--- config.mk ---
export PLATFORM = sky130hd
export DESIGN_NAME = vrtf_cursor
export DESIGN_NICKNAME = d
export VERILOG_FILES = /design/src/hw/rtl/vrtf_pkg.sv /design/src/hw/rtl/vrtf_cursor.sv
export SDC_FILE = /design/constraint.sdc
export NUM_CORES = 1
export LEC_CHECK = 0
export BUFFER_PORTS_ARGS = -buffer_cell sky130_fd_sc_hd__clkbuf_2
export CORE_ASPECT_RATIO = 1.4
export CORE_UTILIZATION = 37
export CTS_BUF_LIST = sky130_fd_sc_hd__clkbuf_8
export DETAILED_ROUTE_END_ITERATION = 12
export GPL_ROUTABILITY_DRIVEN = 0
export PLACE_DENSITY = 0.61
export SLEW_MARGIN = 0
export SYNTH_ARGS = -nofsm -noshare
export SYNTH_HDL_FRONTEND = slang
export SYNTH_SLANG_ARGS = --single-unit
--- constraint.sdc ---
create_clock -name clock -period 5.1 [get_ports clock]
set_input_delay 0.51 -clock clock [delete_from_list [all_inputs] [get_ports clock]]
set_output_delay 0.51 -clock clock [all_outputs]
set_load 0.05 [all_outputs]
--- src/hw/rtl/vrtf_pkg.sv ---
package vrtf_pkg;

   // coordinate sums before wrapping stay below 4096
   localparam int unsigned COORD_W    = 12;
   // compare-subtract steps for a store dimension of at least 64
   localparam int unsigned WRAP_STEPS = 6;
   localparam int unsigned HALF_W     = 16;
   localparam int unsigned CSR_W      = 10;

   localparam logic [2:0] FUNC_START_UP   = 3'd0;
   localparam logic [2:0] FUNC_WRITE      = 3'd1;
   localparam logic [2:0] FUNC_START_DOWN = 3'd2;
   localparam logic [2:0] FUNC_READ       = 3'd3;
   localparam logic [2:0] FUNC_TEXEL      = 3'd4;

   localparam logic [2:0] CSR_TEX_PAGE_X  = 3'd0;
   localparam logic [2:0] CSR_TEX_PAGE_Y  = 3'd1;
   localparam logic [2:0] CSR_PALETTE_X   = 3'd2;
   localparam logic [2:0] CSR_PALETTE_Y   = 3'd3;
   localparam logic [2:0] CSR_COLOR_DEPTH = 3'd4;

   localparam logic [1:0] DEPTH_4BPP = 2'd0;
   localparam logic [1:0] DEPTH_8BPP = 2'd1;

   typedef enum logic [1:0] {
      ST_CLEAR,
      ST_IDLE,
      ST_SECOND,
      ST_DONE
   } state_type;

   typedef struct packed {
      logic [9:0]  x;
      logic [8:0]  y;
      logic [10:0] w;
      logic [9:0]  h;
   } rect_type;

   typedef struct packed {
      logic start;
      logic advance;
   } cur_ctrl_type;

   typedef struct packed {
      logic en;
      logic we;
   } mem_ctrl_type;

   // remainder of a by d through restoring compare-subtract steps
   function automatic logic [COORD_W-1:0] wrap_coord(input logic [COORD_W-1:0] a,
                                                     input logic [COORD_W:0] d,
                                                     input int unsigned steps);
      logic [COORD_W+WRAP_STEPS:0] r;
      logic [COORD_W+WRAP_STEPS:0] dk;
      r = {{(WRAP_STEPS+1){1'b0}}, a};
      for (int k = WRAP_STEPS; k >= 0; k--) begin
         dk = {{WRAP_STEPS{1'b0}}, d} << k;
         if ((unsigned'(k) <= steps) && (r >= dk)) begin
            r = r - dk;
         end
      end
      return r[COORD_W-1:0];
   endfunction

endpackage

--- src/hw/rtl/vrtf_cursor.sv ---
module vrtf_cursor
   import vrtf_pkg::*;
#(
   parameter int unsigned VRAM_WIDTH  = 1024,
   parameter int unsigned VRAM_HEIGHT = 512
) (
   input  logic                           clock,
   input  logic                           reset,
   input  cur_ctrl_type                   ctrl,
   input  rect_type                       rect,
   output logic                           active,
   output logic [$clog2(VRAM_WIDTH)-1:0]  col,
   output logic [$clog2(VRAM_HEIGHT)-1:0] row
);

   localparam int unsigned COL_W     = $clog2(VRAM_WIDTH);
   localparam int unsigned ROW_W     = $clog2(VRAM_HEIGHT);
   localparam int unsigned COL_STEPS = COORD_W - COL_W;
   localparam int unsigned ROW_STEPS = COORD_W - ROW_W;

   rect_type     rect_ff, rect_in;
   logic [10:0]  cx_ff, cx_in, cx_inc;
   logic [9:0]   cy_ff, cy_in, cy_inc;
   logic         active_ff, active_in;
   logic [COORD_W-1:0] col_sum, row_sum, col_wrap, row_wrap;

   always_comb begin
      rect_in   = rect_ff;
      cx_in     = cx_ff;
      cy_in     = cy_ff;
      active_in = active_ff;
      cx_inc    = cx_ff + 11'd1;
      cy_inc    = cy_ff + 10'd1;
      if (ctrl.start && (rect.w != '0) && (rect.h != '0)) begin
         rect_in   = rect;
         cx_in     = '0;
         cy_in     = '0;
         active_in = 1'b1;
      end else if (ctrl.advance) begin
         if (cx_inc == rect_ff.w) begin
            cx_in = '0;
            if (cy_inc == rect_ff.h) begin
               cy_in     = '0;
               active_in = 1'b0;
            end else begin
               cy_in = cy_inc;
            end
         end else begin
            cx_in = cx_inc;
         end
      end
   end

   always_ff @(posedge clock) begin
      if (reset) begin
         rect_ff   <= '0;
         cx_ff     <= '0;
         cy_ff     <= '0;
         active_ff <= 1'b0;
      end else begin
         rect_ff   <= rect_in;
         cx_ff     <= cx_in;
         cy_ff     <= cy_in;
         active_ff <= active_in;
      end
   end

   assign col_sum  = {2'b00, rect_ff.x} + {1'b0, cx_ff};
   assign row_sum  = {3'b000, rect_ff.y} + {2'b00, cy_ff};
   assign col_wrap = wrap_coord(col_sum, (COORD_W+1)'(VRAM_WIDTH), COL_STEPS);
   assign row_wrap = wrap_coord(row_sum, (COORD_W+1)'(VRAM_HEIGHT), ROW_STEPS);
   assign col      = col_wrap[COL_W-1:0];
   assign row      = row_wrap[ROW_W-1:0];
   assign active   = active_ff;

endmodule
# Word level (Yosys, flattened, before mapping)
# Index checks and enable logic that the tools add are counted.
dict set report op_classes {
  addsub 9
  order_cmp 5
  eq_ne 2
  mux 11
  reduce_logical 10
}
# operator n
set op_table {}
lappend op_table {{19-bit two-way mux} 3}
lappend op_table {{19-bit by 11-bit >= comparator with 1-bit output (second input constant)} 2}
lappend op_table {{10-bit two-way mux} 2}
lappend op_table {{19-bit by 10-bit >= comparator with 1-bit output (second input constant)} 1}
lappend op_table {{19-bit by 11-bit subtractor with 19-bit output (second input constant)} 1}
lappend op_table {{11-bit by 12-bit subtractor with 13-bit output (second input constant)} 1}
lappend op_table {{12-bit by 12-bit subtractor with 13-bit output (second input constant)} 1}
lappend op_table {{10-bit by 11-bit adder with 12-bit output} 1}
lappend op_table {{11-bit by 12-bit >= comparator with 1-bit output (second input constant)} 1}
lappend op_table {{12-bit >= comparator (second input constant)} 1}
lappend op_table {{11-bit by 1-bit adder with 11-bit output (second input constant)} 1}
lappend op_table {{9-bit by 10-bit adder with 11-bit output} 1}
lappend op_table {{11-bit equality test} 1}
lappend op_table {{11-bit two-way mux} 1}
lappend op_table {{11-bit nonzero test} 1}
lappend op_table {{10-bit by 1-bit adder with 10-bit output (second input constant)} 1}
lappend op_table {{10-bit equality test} 1}
lappend op_table {{10-bit nonzero test} 1}
lappend op_table {{10-bit by 1-bit subtractor with 10-bit output (second input constant)} 1}
lappend op_table {{9-bit two-way mux} 1}
lappend op_table {{9-bit by 1-bit subtractor with 9-bit output (second input constant)} 1}
lappend op_table {{2-bit nonzero test} 3}
lappend op_table {{1-bit two-way mux} 4}
lappend op_table {{3-bit AND reduction} 1}
lappend op_table {{3 further kinds} 4}
dict set report word_totals {
  register_bits 62
  out_inout_bits 20
  word_cells 44
}

# Depth between registers and ports, before layout
dict set report logic_depth {
  ltp_word 7
  mapped_depth 10
}

# Least setup slack after synthesis
# OpenSTA, ideal clock, no wires.
dict set report synth_path {
  path_type {register to output}
  from {register cx_ff[1]}
  to {output port col[7]}
  t_arrival_ns 2.599
  required_ns 4.590
  slack_ns 1.991
  stages_incl_launch_ff 8
  cell_sequence {dfxtp_1 > ha_1 > a21o_1 > a21oi_1 > o21bai_1 > a2111oi_0 > nor2_1 > xnor2_1}
}
dict set report synth_via {
  elab_chain_cells 5
  word_cells_on_any_way 7
}
# item line
set synth_rtl {}
lappend synth_rtl {{start, declared} vrtf_cursor.sv:22} ;# logic [10:0] cx_ff, cx_in, cx_inc;
lappend synth_rtl {{start signal, assigned} vrtf_cursor.sv:62} ;# cx_ff <= cx_in;
lappend synth_rtl {{10-bit by 11-bit adder with 12-bit output *} vrtf_cursor.sv:68} ;# assign col_sum = {2'b00, rect_ff.x} + {1'b0, cx_ff};
lappend synth_rtl {{12-bit by 12-bit subtractor with 13-bit output or 12-bit >= comparator (tied branches)} {vrtf_pkg.sv:59, vrtf_pkg.sv:58}}
lappend synth_rtl {{19-bit two-way mux *} vrtf_pkg.sv:58} ;# if ((unsigned'(k) <= steps) && (r >= dk)) begin
lappend synth_rtl {{19-bit by 11-bit >= comparator with 1-bit output or 10-bit by 1-bit subtractor with 10-bit output (tied branches)} {vrtf_pkg.sv:58, vrtf_pkg.sv:59}}
lappend synth_rtl {{10-bit two-way mux *} vrtf_pkg.sv:58}
lappend synth_rtl {{end, declared} vrtf_cursor.sv:12} ;# output logic [$clog2(VRAM_WIDTH)-1:0] col,
# Mark *: on every way between the ends. The rest lies on a longest branch, timed or not.

# Final worst setup path
dict set report layout_path {
  from {register cx_ff[1]}
  to {output port col[9]}
}
# The elaborated chain is that of the path after synthesis.

==> out/qor.yml <==
synth_top_area_share_pct: 31.7
fin_area_um2: 4530
grt_pass1_wl_um: 15000
vias: 3352
wl_um: 9320
worst_slew_pin_slew_ps: 1150
vias_per_cell: 5.32
pwr-share-clk_pct: 40.8
sw_frac_of_total_pct: 27.1
antenna_found_initial: 0
netlist_area_um2: 3910
grt_pass1_vias: 3174
finalClockSkew_ps: 9.85
clk_latency_ps: 350
ys_ff_latch: 62
path_max_fanout: 5
fin_util_pct: 43.7
period_share_pct: 68.1
start_kind: "flop"
ctsLongestPathBuffers: 2
portBuffers: 63
holdPathEnd: "rect_ff[23]$_SDFFE_PP0P_"
area_growth_pct: 15.7
crit_type: "flop to output pin"
wl_per_cell_um: 14.8
synth_cells: 436
synth.area.top_cells: "dfxtp_1 32%, mux2i_1 11%, ha_1 6.1%"
cts_sinks: 62
dr.max_layer_used: "met4"
fill_cells: 1085
rows: 44
rr_worst_depth: 8
core_area_um2: 10300
hold_start: "rect[23]"
required_ps: 4590
dpl.hpwl_um: 6800
cts_buffers: 9
ys_types: 53
arrival_ps: 2960
ctsHtreeMaxLevel: 3
max_freq_ghz: 0.288
maxSlewViolCount: 0
finalHoldViolations: 0
clkSlewWorstSetupHoldPaths_ps: 70
drv_cap: 0
pwr-share-comb_pct: 14.8
cp-end-kind: "output pin"
finalSetupTns_ps: 0
ios: 64
power.switching_w: 0.000317
seqPwrFrac_pct: 44.5
grt-ovfl-total: 0
drive_gt1_share_pct: 20.1
p_int_w: 0.000853
setup_viol: 0
min_period_ps: 3470
rrSetupSlack_ps: 2060
dr.pass1.iters: 4
avgSynthCellArea_um2: 8.98
synth_fp_nets: 501
fin_nets: 552
dr_wl_met2_um: 4910
grt_max_degree: 44
seq_area_frac_synth_pct: 31.7
drtAntennaViolNets: 0
r2r_start: "cx_ff[1]$_SDFFE_PP0P_"
instances_no_fill: 630
drc: 0
die_area_um2: 11000
route.met3.wl_um: 270
wl_met1_um: 3830
start_util_pct: 37.8
antenna-diode-count: 0
clock-root-buffer: "clkbuf_8"
place_area_um2: 4310
status: "finished, final reports clean"
synth-warning-count: 0
drt_iter0_drc: 133
min_path_type: "primary input to flop"
leakage_nw: 2.01
cts_tree: "done"
fp.dieH_um: 124
synth_most_common_cell: "dfxtp_1"
dp.cells: 614
yosys.area.top_type: "dfxtp_1"
worstReg2RegEnd: "cy_ff[5]$_SDFFE_PP0P_"
slew-limit-headroom_pct: 23.6
postSynth.asyncResetShare_pct: 0
power_density_nw_per_um2: 259
whs_path_depth: 3
ys.flop_type: "dfxtp_1"
die_w_um: 88.9
rsz0062_at_grt: "false"
cts.hold.buffers_added: 0
gr-usage-all-layers_pct: 18.1
cts_setup_buffers: 0
synth_edf_count: 0
peakVddDrop_mv: 0.124
synthTopCellsByCount: "62 x dfxtp_1, 54 x nor2_1, 42 x mux2i_1"
post_cts_resized: 0
## power groups by stage
stage	registers, W	logic, W	clock network (W)
after floorplan	0.000528	0.000128	0
after global placement	0.000532	0.000172	0
after detailed placement	0.000532	0.000174	0
after CTS	0.000521	0.000175	0.000493
after global routing	0.000523	0.000189	0.000514
final	0.000521	0.000173	0.000477
## sequential cells by signal (all words and copies together), names as in the netlist
register,cells
cx_ff,11
cy_ff,10
rect_ff,40
active,1
## worst max-delay path, stage by stage (launching register included)
cell and delay, ps:
dfxtp_1 470, ha_1 280, a21o_1 180, a21oi_1 220
o21bai_1 120, a2111oi_0 580, o31ai_1 140, a21oi_1 200
xnor2_1 130, clkbuf_2 290
## layout by cell type, fill, tap and decap left out, types with 5 or more instances in the layout
cell type  instances
clkbuf_2          63
dfxtp_1           62
nor2_1            54
mux2i_1           42
nand2_1           23
xnor2_1           23
a21oi_1           20
ha_1              19
inv_1             16
xor2_1            16
nand3b_1          13
a32oi_1           11
nand3_1           11
and3_1            10
clkbuf_8          10
o21ai_0            9
a211o_1            9
o41ai_2            8
nor3_1             7
nand2b_1           6
nor4_1             5
## metrics by stage
stage | hold WS, ps | total power, W | setup slack, ps
after floorplan | 470 | 0.000657 | 1990
after global placement | 478 | 0.000703 | 2010
after detailed placement | 488 | 0.000706 | 1990
after CTS | 382 | 0.00119 | 1590
after global routing | 393 | 0.00123 | 1260
final | 392 | 0.00117 | 1630
## cells by family (layout without fill, tap and decap cells)
kind of cell	after synthesis	count (layout)	share of synthesized area, %
xor+xnor	39	39	8.73
fa+ha+maj	21	21	7.10
buf+inv	39	95	4.16
compound gates	81	81	16.9
flops	62	62	31.7
mux	42	42	10.7
simple gates	152	152	20.7
## cell type report
type | count | area (µm²) | share of cell area (%)
clock inverters | 6 | 77.6 | 1.71
clock buffers | 10 | 138 | 3.04
repair buffers | 65 | 330 | 7.30
multi-input cells | 335 | 2510 | 55.6
inverters | 14 | 52.6 | 1.16
well taps | 138 | 173 | 3.81
flip-flops and latches | 62 | 1240 | 27.4
## how the worst max path moves through the flow
stage / cells after the start / startpoint / end / slack, ps
after global routing: 9 / cx_ff[1]$_SDFFE_PP0P_ / col[9] / 1260
after floorplan: 7 / cx_ff[1]$_SDFFE_PP0P_ / col[7] / 1990
final: 9 / cx_ff[1]$_SDFFE_PP0P_ / col[9] / 1630
after detailed placement: 9 / cx_ff[1]$_SDFFE_PP0P_ / col[9] / 1990
after global placement: 9 / cx_ff[1]$_SDFFE_PP0P_ / col[9] / 2010
after CTS: 9 / cx_ff[1]$_SDFFE_PP0P_ / col[9] / 1590
## metal layers
| layer | vias to the layer above | GRT usage [%] |
|---|---|---|
| met5 | - | 0 |
| met4 | 0 | 8.06 |
| met2 | 68 | 33.6 |
| li1 | 1688 | - |
| met3 | 20 | 3.84 |
| met1 | 1576 | 19.1 |
Note: power is estimated with default switching activity, not from simulation.
